File: config.mk
export PLATFORM = sky130hd
export DESIGN_NAME = rgb_to_hsv_converter_top_flat
export DESIGN_NICKNAME = d
export VERILOG_FILES = /design/src/rtl/rgb2hsv_pkg.sv /design/src/rtl/rgb2hsv_req_if.sv /design/src/rtl/rgb2hsv_rsp_if.sv /design/src/rtl/rgb_to_hsv_converter_top.sv /design/src/flat_wrapper.sv
export SDC_FILE = /design/constraint.sdc
export NUM_CORES = 2
export LEC_CHECK = 0
export BUFFER_PORTS_ARGS = -buffer_cell sky130_fd_sc_hd__buf_2
export CAP_MARGIN = 20
export CORE_ASPECT_RATIO = 1.2
export CORE_UTILIZATION = 50
export CTS_BUF_LIST = sky130_fd_sc_hd__clkbuf_8
export DETAILED_ROUTE_END_ITERATION = 8
export HOLD_SLACK_MARGIN = 0.15
export PLACE_DENSITY = 0.68
export SLEW_MARGIN = 40
export SYNTH_ARGS = -nofsm -noshare
export SYNTH_HDL_FRONTEND = slang
export SYNTH_SLANG_ARGS = --single-unit
File: constraint.sdc
create_clock -name clock -period 41.5 [get_ports clock]
set_input_delay 6.225 -clock clock [delete_from_list [all_inputs] [get_ports clock]]
set_output_delay 6.225 -clock clock [all_outputs]
set_load 0.03 [all_outputs]
File: src/rtl/rgb2hsv_pkg.sv
`timescale 1ns / 1ps
// ----------------------------------------------------------------------------
// rgb2hsv_pkg
// Shared widths and types of the RGB to HSV converter.
// ----------------------------------------------------------------------------
package rgb2hsv_pkg;

   localparam int CH_W  = 8;
   localparam int HUE_W = 15;
   localparam int SAT_W = 17;
   localparam int VAL_W = 8;
   localparam int DEN_W = CH_W + 1;
   localparam int TOP_W = CH_W + 3;
   localparam int BASE_W = 3;

   typedef logic [CH_W-1:0]  chan_type;
   typedef logic [HUE_W-1:0] hue_type;
   typedef logic [SAT_W-1:0] sat_type;
   typedef logic [VAL_W-1:0] val_type;

endpackage

File: src/rtl/rgb2hsv_req_if.sv
`timescale 1ns / 1ps
// ----------------------------------------------------------------------------
// rgb2hsv_req_if
// Pixel channel: one RGB pixel per beat.
// ----------------------------------------------------------------------------
interface rgb2hsv_req_if;
   logic                  valid;
   logic                  ready;
   rgb2hsv_pkg::chan_type red;
   rgb2hsv_pkg::chan_type green;
   rgb2hsv_pkg::chan_type blue;

   modport source (output valid, output red, output green, output blue, input ready);
   modport sink   (input valid, input red, input green, input blue, output ready);
endinterface

File: src/rtl/rgb2hsv_rsp_if.sv
`timescale 1ns / 1ps
// ----------------------------------------------------------------------------
// rgb2hsv_rsp_if
// Result channel: one HSV triple per beat.
// ----------------------------------------------------------------------------
interface rgb2hsv_rsp_if;
   logic                 valid;
   logic                 ready;
   rgb2hsv_pkg::hue_type hue;
   rgb2hsv_pkg::sat_type saturation;
   rgb2hsv_pkg::val_type brightness;

   modport source (output valid, output hue, output saturation, output brightness,
                   input ready);
   modport sink   (input valid, input hue, input saturation, input brightness,
                   output ready);
endinterface

File: src/rtl/rgb_to_hsv_converter_top.sv
`timescale 1ns / 1ps
// ----------------------------------------------------------------------------
// rgb_to_hsv_converter_top
// Hexcone RGB to HSV conversion in fixed point. Saturation and hue come
// from two restoring dividers that retire one quotient bit per stage.
//
//   channel   dir   beat contents
//   req_bus   in    red, green, blue (8 bit each)
//   rsp_bus   out   hue (1/64 deg), saturation (1/65536), brightness
//
// One pixel per cycle while rsp_bus is not stalled. QW is the wider quotient
// width (17 with default parameters); it sets the number of divider stages.
// Reset clears all stage valid bits; payload registers are not reset.
// A result held on rsp_bus with ready low freezes the whole pipeline and
// drops req_bus ready in the same cycle.
// ----------------------------------------------------------------------------
module rgb_to_hsv_converter_top #(
   parameter int HUE_FRAC_BITS = 6,
   parameter int SAT_FRAC_BITS = 16
) (
   input logic                clock,
   input logic                reset,
   rgb2hsv_req_if.sink        req_bus,
   rgb2hsv_rsp_if.source      rsp_bus
);

   localparam int DW     = rgb2hsv_pkg::DEN_W;
   localparam int CW     = rgb2hsv_pkg::CH_W;
   localparam int TW     = rgb2hsv_pkg::TOP_W;
   localparam int HLIMIT = 360 << HUE_FRAC_BITS;
   localparam int HSCALE = 120 << HUE_FRAC_BITS;
   localparam int HQ_W   = $clog2(HLIMIT + 1);
   localparam int SQ_W   = SAT_FRAC_BITS + 1;
   localparam int QW     = (HQ_W > SQ_W) ? HQ_W : SQ_W;
   localparam int NW     = QW + DW;
   localparam int NST    = QW + 5;
   localparam int LAST   = NST - 1;

   typedef struct packed {
      logic [DW-1:0] rem_h;
      logic [DW-1:0] rem_s;
      logic [DW-1:0] den_h;
      logic [DW-1:0] den_s;
      logic [QW-1:0] low_h;
      logic [QW-1:0] low_s;
      logic [CW-1:0] mx;
      logic          hue_zero;
      logic          sat_zero;
   } div_type;

   function automatic div_type div_step(input div_type s);
      div_type       n;
      logic [DW:0]   trial_h;
      logic [DW:0]   trial_s;
      logic          ge_h;
      logic          ge_s;
      n       = s;
      trial_h = {s.rem_h, s.low_h[QW-1]};
      trial_s = {s.rem_s, s.low_s[QW-1]};
      ge_h    = trial_h >= {1'b0, s.den_h};
      ge_s    = trial_s >= {1'b0, s.den_s};
      n.rem_h = ge_h ? DW'(trial_h - {1'b0, s.den_h}) : trial_h[DW-1:0];
      n.rem_s = ge_s ? DW'(trial_s - {1'b0, s.den_s}) : trial_s[DW-1:0];
      n.low_h = {s.low_h[QW-2:0], ge_h};
      n.low_s = {s.low_s[QW-2:0], ge_s};
      return n;
   endfunction

   logic              en;
   logic [NST-1:0]    vld_ff;
   logic [NST-1:0]    vld_in;

   // stage 0: pixel
   logic [CW-1:0]     red_ff, green_ff, blue_ff;

   // stage 1: extremes and sector
   logic [CW-1:0]     s1_mx_ff, s1_mx_in;
   logic [CW-1:0]     s1_d_ff, s1_d_in;
   logic [CW-1:0]     s1_num_ff, s1_num_in;
   logic [rgb2hsv_pkg::BASE_W-1:0] s1_base_ff, s1_base_in;
   logic              s1_add_ff, s1_add_in;
   logic [CW-1:0]     mn;

   // stage 2: sector position numerator
   logic [TW-1:0]     s2_top_ff, s2_top_in;
   logic [CW-1:0]     s2_d_ff, s2_mx_ff;
   logic [TW-1:0]     base_d;

   // stages 3 .. QW+3: division
   div_type           div_ff [QW+1];
   div_type           div_in [QW+1];
   logic [NW-1:0]     num_h, num_s;

   // output stage
   rgb2hsv_pkg::hue_type hue_ff, hue_in;
   rgb2hsv_pkg::sat_type sat_ff, sat_in;
   rgb2hsv_pkg::val_type val_ff;
   logic [QW-1:0]     hue_c;

   assign en            = !vld_ff[LAST] || rsp_bus.ready;
   assign req_bus.ready = en;
   assign vld_in        = {vld_ff[NST-2:0], req_bus.valid};

   always_ff @(posedge clock) begin
      if (reset) begin
         vld_ff <= '0;
      end else if (en) begin
         vld_ff <= vld_in;
      end
   end

   always_comb begin
      s1_mx_in = red_ff;
      if (green_ff > s1_mx_in) s1_mx_in = green_ff;
      if (blue_ff > s1_mx_in) s1_mx_in = blue_ff;
      mn = red_ff;
      if (green_ff < mn) mn = green_ff;
      if (blue_ff < mn) mn = blue_ff;
      s1_d_in = s1_mx_in - mn;
      if (red_ff == s1_mx_in) begin
         if (green_ff == mn) begin
            s1_base_in = 3'd5; s1_add_in = 1'b1; s1_num_in = s1_mx_in - blue_ff;
         end else begin
            s1_base_in = 3'd1; s1_add_in = 1'b0; s1_num_in = s1_mx_in - green_ff;
         end
      end else if (green_ff == s1_mx_in) begin
         if (blue_ff == mn) begin
            s1_base_in = 3'd1; s1_add_in = 1'b1; s1_num_in = s1_mx_in - red_ff;
         end else begin
            s1_base_in = 3'd3; s1_add_in = 1'b0; s1_num_in = s1_mx_in - blue_ff;
         end
      end else if (red_ff == mn) begin
         s1_base_in = 3'd3; s1_add_in = 1'b1; s1_num_in = s1_mx_in - green_ff;
      end else begin
         s1_base_in = 3'd5; s1_add_in = 1'b0; s1_num_in = s1_mx_in - red_ff;
      end
   end

   always_comb begin
      base_d    = TW'(s1_base_ff) * TW'(s1_d_ff);
      s2_top_in = s1_add_ff ? (base_d + TW'(s1_num_ff)) : (base_d - TW'(s1_num_ff));
   end

   always_comb begin
      num_h = NW'(s2_top_ff) * NW'(HSCALE) + NW'(s2_d_ff);
      num_s = (NW'(s2_d_ff) << (SAT_FRAC_BITS + 1)) + NW'(s2_mx_ff);
      div_in[0].rem_h    = num_h[NW-1:QW];
      div_in[0].rem_s    = num_s[NW-1:QW];
      div_in[0].low_h    = num_h[QW-1:0];
      div_in[0].low_s    = num_s[QW-1:0];
      div_in[0].den_h    = {s2_d_ff, 1'b0};
      div_in[0].den_s    = {s2_mx_ff, 1'b0};
      div_in[0].mx       = s2_mx_ff;
      div_in[0].hue_zero = (s2_d_ff == '0);
      div_in[0].sat_zero = (s2_mx_ff == '0);
   end

   for (genvar j = 1; j <= QW; j++) begin : g_div
      assign div_in[j] = div_step(div_ff[j-1]);
   end

   always_comb begin
      hue_c  = (div_ff[QW].low_h > QW'(HLIMIT)) ? QW'(HLIMIT) : div_ff[QW].low_h;
      hue_in = div_ff[QW].hue_zero ? '0 : rgb2hsv_pkg::hue_type'(hue_c);
      sat_in = div_ff[QW].sat_zero ? '0 : rgb2hsv_pkg::sat_type'(div_ff[QW].low_s);
   end

   always_ff @(posedge clock) begin
      if (en) begin
         red_ff     <= req_bus.red;
         green_ff   <= req_bus.green;
         blue_ff    <= req_bus.blue;
         s1_mx_ff   <= s1_mx_in;
         s1_d_ff    <= s1_d_in;
         s1_num_ff  <= s1_num_in;
         s1_base_ff <= s1_base_in;
         s1_add_ff  <= s1_add_in;
         s2_top_ff  <= s2_top_in;
         s2_d_ff    <= s1_d_ff;
         s2_mx_ff   <= s1_mx_ff;
         div_ff     <= div_in;
         hue_ff     <= hue_in;
         sat_ff     <= sat_in;
         val_ff     <= div_ff[QW].mx;
      end
   end

   assign rsp_bus.valid      = vld_ff[LAST];
   assign rsp_bus.hue        = hue_ff;
   assign rsp_bus.saturation = sat_ff;
   assign rsp_bus.brightness = val_ff;

endmodule

File: src/flat_wrapper.sv
// flat-port wrapper written by rule: the top's interface ports become plain ports
module rgb_to_hsv_converter_top_flat 
#(
   parameter int HUE_FRAC_BITS = 6,
   parameter int SAT_FRAC_BITS = 16
)
  (clock, reset, req_bus_valid, req_bus_red, req_bus_green, req_bus_blue, req_bus_ready, rsp_bus_valid, rsp_bus_hue, rsp_bus_saturation, rsp_bus_brightness, rsp_bus_ready);
  rgb2hsv_req_if req_bus_i ();
  rgb2hsv_rsp_if rsp_bus_i ();
  input logic clock;
  input logic reset;
  input wire logic [$bits(req_bus_i.valid)-1:0] req_bus_valid;
  input wire logic [$bits(req_bus_i.red)-1:0] req_bus_red;
  input wire logic [$bits(req_bus_i.green)-1:0] req_bus_green;
  input wire logic [$bits(req_bus_i.blue)-1:0] req_bus_blue;
  output wire logic [$bits(req_bus_i.ready)-1:0] req_bus_ready;
  output wire logic [$bits(rsp_bus_i.valid)-1:0] rsp_bus_valid;
  output wire logic [$bits(rsp_bus_i.hue)-1:0] rsp_bus_hue;
  output wire logic [$bits(rsp_bus_i.saturation)-1:0] rsp_bus_saturation;
  output wire logic [$bits(rsp_bus_i.brightness)-1:0] rsp_bus_brightness;
  input wire logic [$bits(rsp_bus_i.ready)-1:0] rsp_bus_ready;
  assign req_bus_i.valid = req_bus_valid;
  assign req_bus_i.red = req_bus_red;
  assign req_bus_i.green = req_bus_green;
  assign req_bus_i.blue = req_bus_blue;
  assign req_bus_ready = req_bus_i.ready;
  assign rsp_bus_valid = rsp_bus_i.valid;
  assign rsp_bus_hue = rsp_bus_i.hue;
  assign rsp_bus_saturation = rsp_bus_i.saturation;
  assign rsp_bus_brightness = rsp_bus_i.brightness;
  assign rsp_bus_i.ready = rsp_bus_ready;
  rgb_to_hsv_converter_top #(.HUE_FRAC_BITS(HUE_FRAC_BITS), .SAT_FRAC_BITS(SAT_FRAC_BITS)) u_core (.clock(clock), .reset(reset), .req_bus(req_bus_i), .rsp_bus(rsp_bus_i));
endmodule
==> metrics.cfg <==
[worst_setup_path]
reg2regPathDepth = 27
rr_endpoint = u_core.s1_num_ff[7]
critPathLaunchType = input pin
crit_arrival_ns = 7.42
required_ns = 35.27
rrSetupSlack_ns = 33.99
endpoint_kind = primary output
rr_startpoint = u_core.red_ff[7]
crit_fanout = 105
critPathKind = in -> out

[sta]
rsz0062_at_grt = no
fin_setup_tns_ns = 0
setup_viol = 0
relSlewSlack_pct = 48.2
min_period_over_period_pct = 32.9
max_freq_mhz = 73.3
finClkSkew_ns = 0.0472
hold_viol = 0
finalMaxSlewViolations = 0
post-route-min-period_ns = 13.65
tightestPinTransition_ns = 0.774

[cts]
cts_buffers = 169
cts_htree_levels = 4
cts.clk_slew.worst_paths_ns = 0.06
postCtsHoldBufs = 0
postCtsSetupBuffers = 0
cts_tree = done
cts_root_buf = clkbuf_8
insertion_delay_ns = 0.83
cts.sinks = 1069
post_cts_resized = 0
clk_path_buf_depth = 3

[die]
die_width_um = 294
initial_core_util_pct = 50.4
rows = 128
design.die.area_mm2 = 0.103
die_h_um = 352
io_pins = 70
core-area_mm2 = 0.101

[global_routing]
grt_max_degree = 106
grt_pass1_vias = 30200
antenna_found_initial = 1
overflow = 0
grt_pass1_wl_mm = 139
track_usage_pct = 16.7

[run_status]
status = finished, final reports clean

[finish]
final_util_pct = 55.4
drive_gt1_share_pct = 9.56
area_growth_pct = 10.0
stdcell_area_mm2 = 0.0562
fin_nets = 4500

[yosys]
synth_top_family_by_area = adder cells
yosys.area_share.simple_pct = 8.51
synth_xor_area_share_pct = 3.61
muxShareOfSynthArea_pct = 1.18
synthDistinctLibCells = 84
synth_nets = 4301
synth.avg_cell_area_um2 = 13.2
synth_flop_cell = edfxtp_1
synth_edf_count = 1047
synth_async_sr_flop_share_pct = 0
yosys_warnings = 0
ys_ff_latch = 1069
ys_seq_area_share_pct = 62.5
syn_inst = 3853
netlist_area_mm2 = 0.0510
synth_compound_area_share_pct = 9.31
synthAdderAreaFrac_pct = 11.2

[placement]
hpwlAfterDp_mm = 60.5
place_congestion = 0.885
portBuffers = 69
post_dp_cell_area_mm2 = 0.0531

[route]
drt-total-wl_mm = 85.6
vias_per_cell = 5.23
dr.pass1.iters = 5
vias = 29000
routedWlPerCell_um = 15.4
drc = 0
drt.antenna.violating_nets = 0
drtIter0Drc = 1328

[hold_path]
holdPathStages = 0
hold_path.class = reg -> reg
hold_start = u_core.div_ff[810]
hold_end = u_core.div_ff[731]

[flow_run]
drv_cap = 0

[layer usage]
layer	GRT usage [%]	wire (µm)	up-vias
met4	8.86	3630	0
met3	3.09	2640	233
met2	33.6	49100	483
met1	15.5	30100	13900
met5	0	0	-
li1	-	-	14400
[placed cells by master (no fill, tap or decap), types with 17 or more instances in the layout]
cell,instances
nand2b_1,81
inv_1,485
and2_1,24
nor2b_1,122
o211a_1,17
nor2_1,213
or3_1,19
a211oi_1,22
dfxtp_1,22
a21oi_1,245
mux2_2,46
nand2_1,195
nand3_1,31
nor3_1,25
buf_2,69
nand4_1,61
a21o_1,114
xnor2_1,131
a21boi_0,17
o31ai_1,36
fa_1,63
clkbuf_8,173
xor2_1,76
clkinv_1,51
edfxtp_1,1047
o21ai_0,200
ha_1,357
[flip-flops by register name, summed over array words and instances, names as in the netlist]
register	flops
u_core.blue_ff	8
u_core.div_ff	929
u_core.green_ff	8
u_core.red_ff	8
u_core.rsp_bus.brightness	8
u_core.rsp_bus.hue	15
u_core.rsp_bus.saturation	17
u_core.s1_add_ff	1
u_core.s1_base_ff	2
u_core.s1_d_ff	8
u_core.s1_mx_ff	8
u_core.s1_num_ff	8
u_core.s2_d_ff	8
u_core.s2_mx_ff	8
u_core.s2_top_ff	11
u_core.vld_ff	22
[critical path, stage by stage]
cell and delay (ns):
buf_2 0.08, nor2b_1 0.04, buf_4 0.21, inv_8 0.50
buf_2 0.33
[Yosys cell counts, types with 26 or more instances]
master,n,area (µm²)
a21o_1,114,856
a21oi_1,249,1250
clkbuf_1,46,173
edfxtp_1,1047,31400
fa_1,63,1260
ha_1,357,4470
inv_1,436,1640
mux2_2,46,518
nand2_1,195,732
nand2b_1,81,507
nand3_1,31,155
nand4_1,61,382
nor2_1,214,803
nor2b_1,132,826
nor3_1,26,130
o21ai_0,201,1010
o31ai_1,36,270
xnor2_1,131,1150
xor2_1,76,666
[kinds of logic (layout without fill, tap and decap cells)]
family | after synthesis | after routing
and+or+nand+nor | 853 | 853
adders and majority gates | 420 | 420
other | 0 | 1
AOI/OAI and AO/OA | 758 | 758
DFF | 1069 | 1069
buffers and inverters | 492 | 825
xor gates and xnor gates | 208 | 208
muxes | 53 | 53
[per-stage QoR]
stage | worst slack (ns) | hold WS [ns] | cells
after floorplan | 0.280 | 0.400 | 3853
final | 27.85 | 0.393 | 5552
after detailed placement | 27.83 | 0.405 | 5246
after global routing | 27.73 | 0.397 | 5552
after global placement | 27.84 | 0.401 | 5244
after CTS | 27.83 | 0.385 | 5551
[worst max path at each step]
stage | end | depth (start not counted) | slack (ns) | start
global placement | req_bus_ready | 5 | 27.84 | rsp_bus_ready
global route | req_bus_ready | 5 | 27.73 | rsp_bus_ready
floorplan | req_bus_ready | 3 | 0.28 | rsp_bus_ready
finish | req_bus_ready | 5 | 27.85 | rsp_bus_ready
detailed placement | req_bus_ready | 5 | 27.83 | rsp_bus_ready
CTS | req_bus_ready | 5 | 27.83 | rsp_bus_ready
[layout make-up]
type | instances | area [µm²]
Fill cell | 8304 | 45200
Sequential cell | 1069 | 31900
Multi-Input combinational cell | 2292 | 17300
Clock buffer | 173 | 2380
Tap cell | 1365 | 1710
Inverter | 436 | 1640
Clock inverter | 132 | 686
Timing Repair Buffer | 84 | 544
Antenna cell | 1 | 2.50
Power is left out: the tool's default activity adds up to more than one toggle a clock period on the data nets, which glitch-free logic cannot reach.
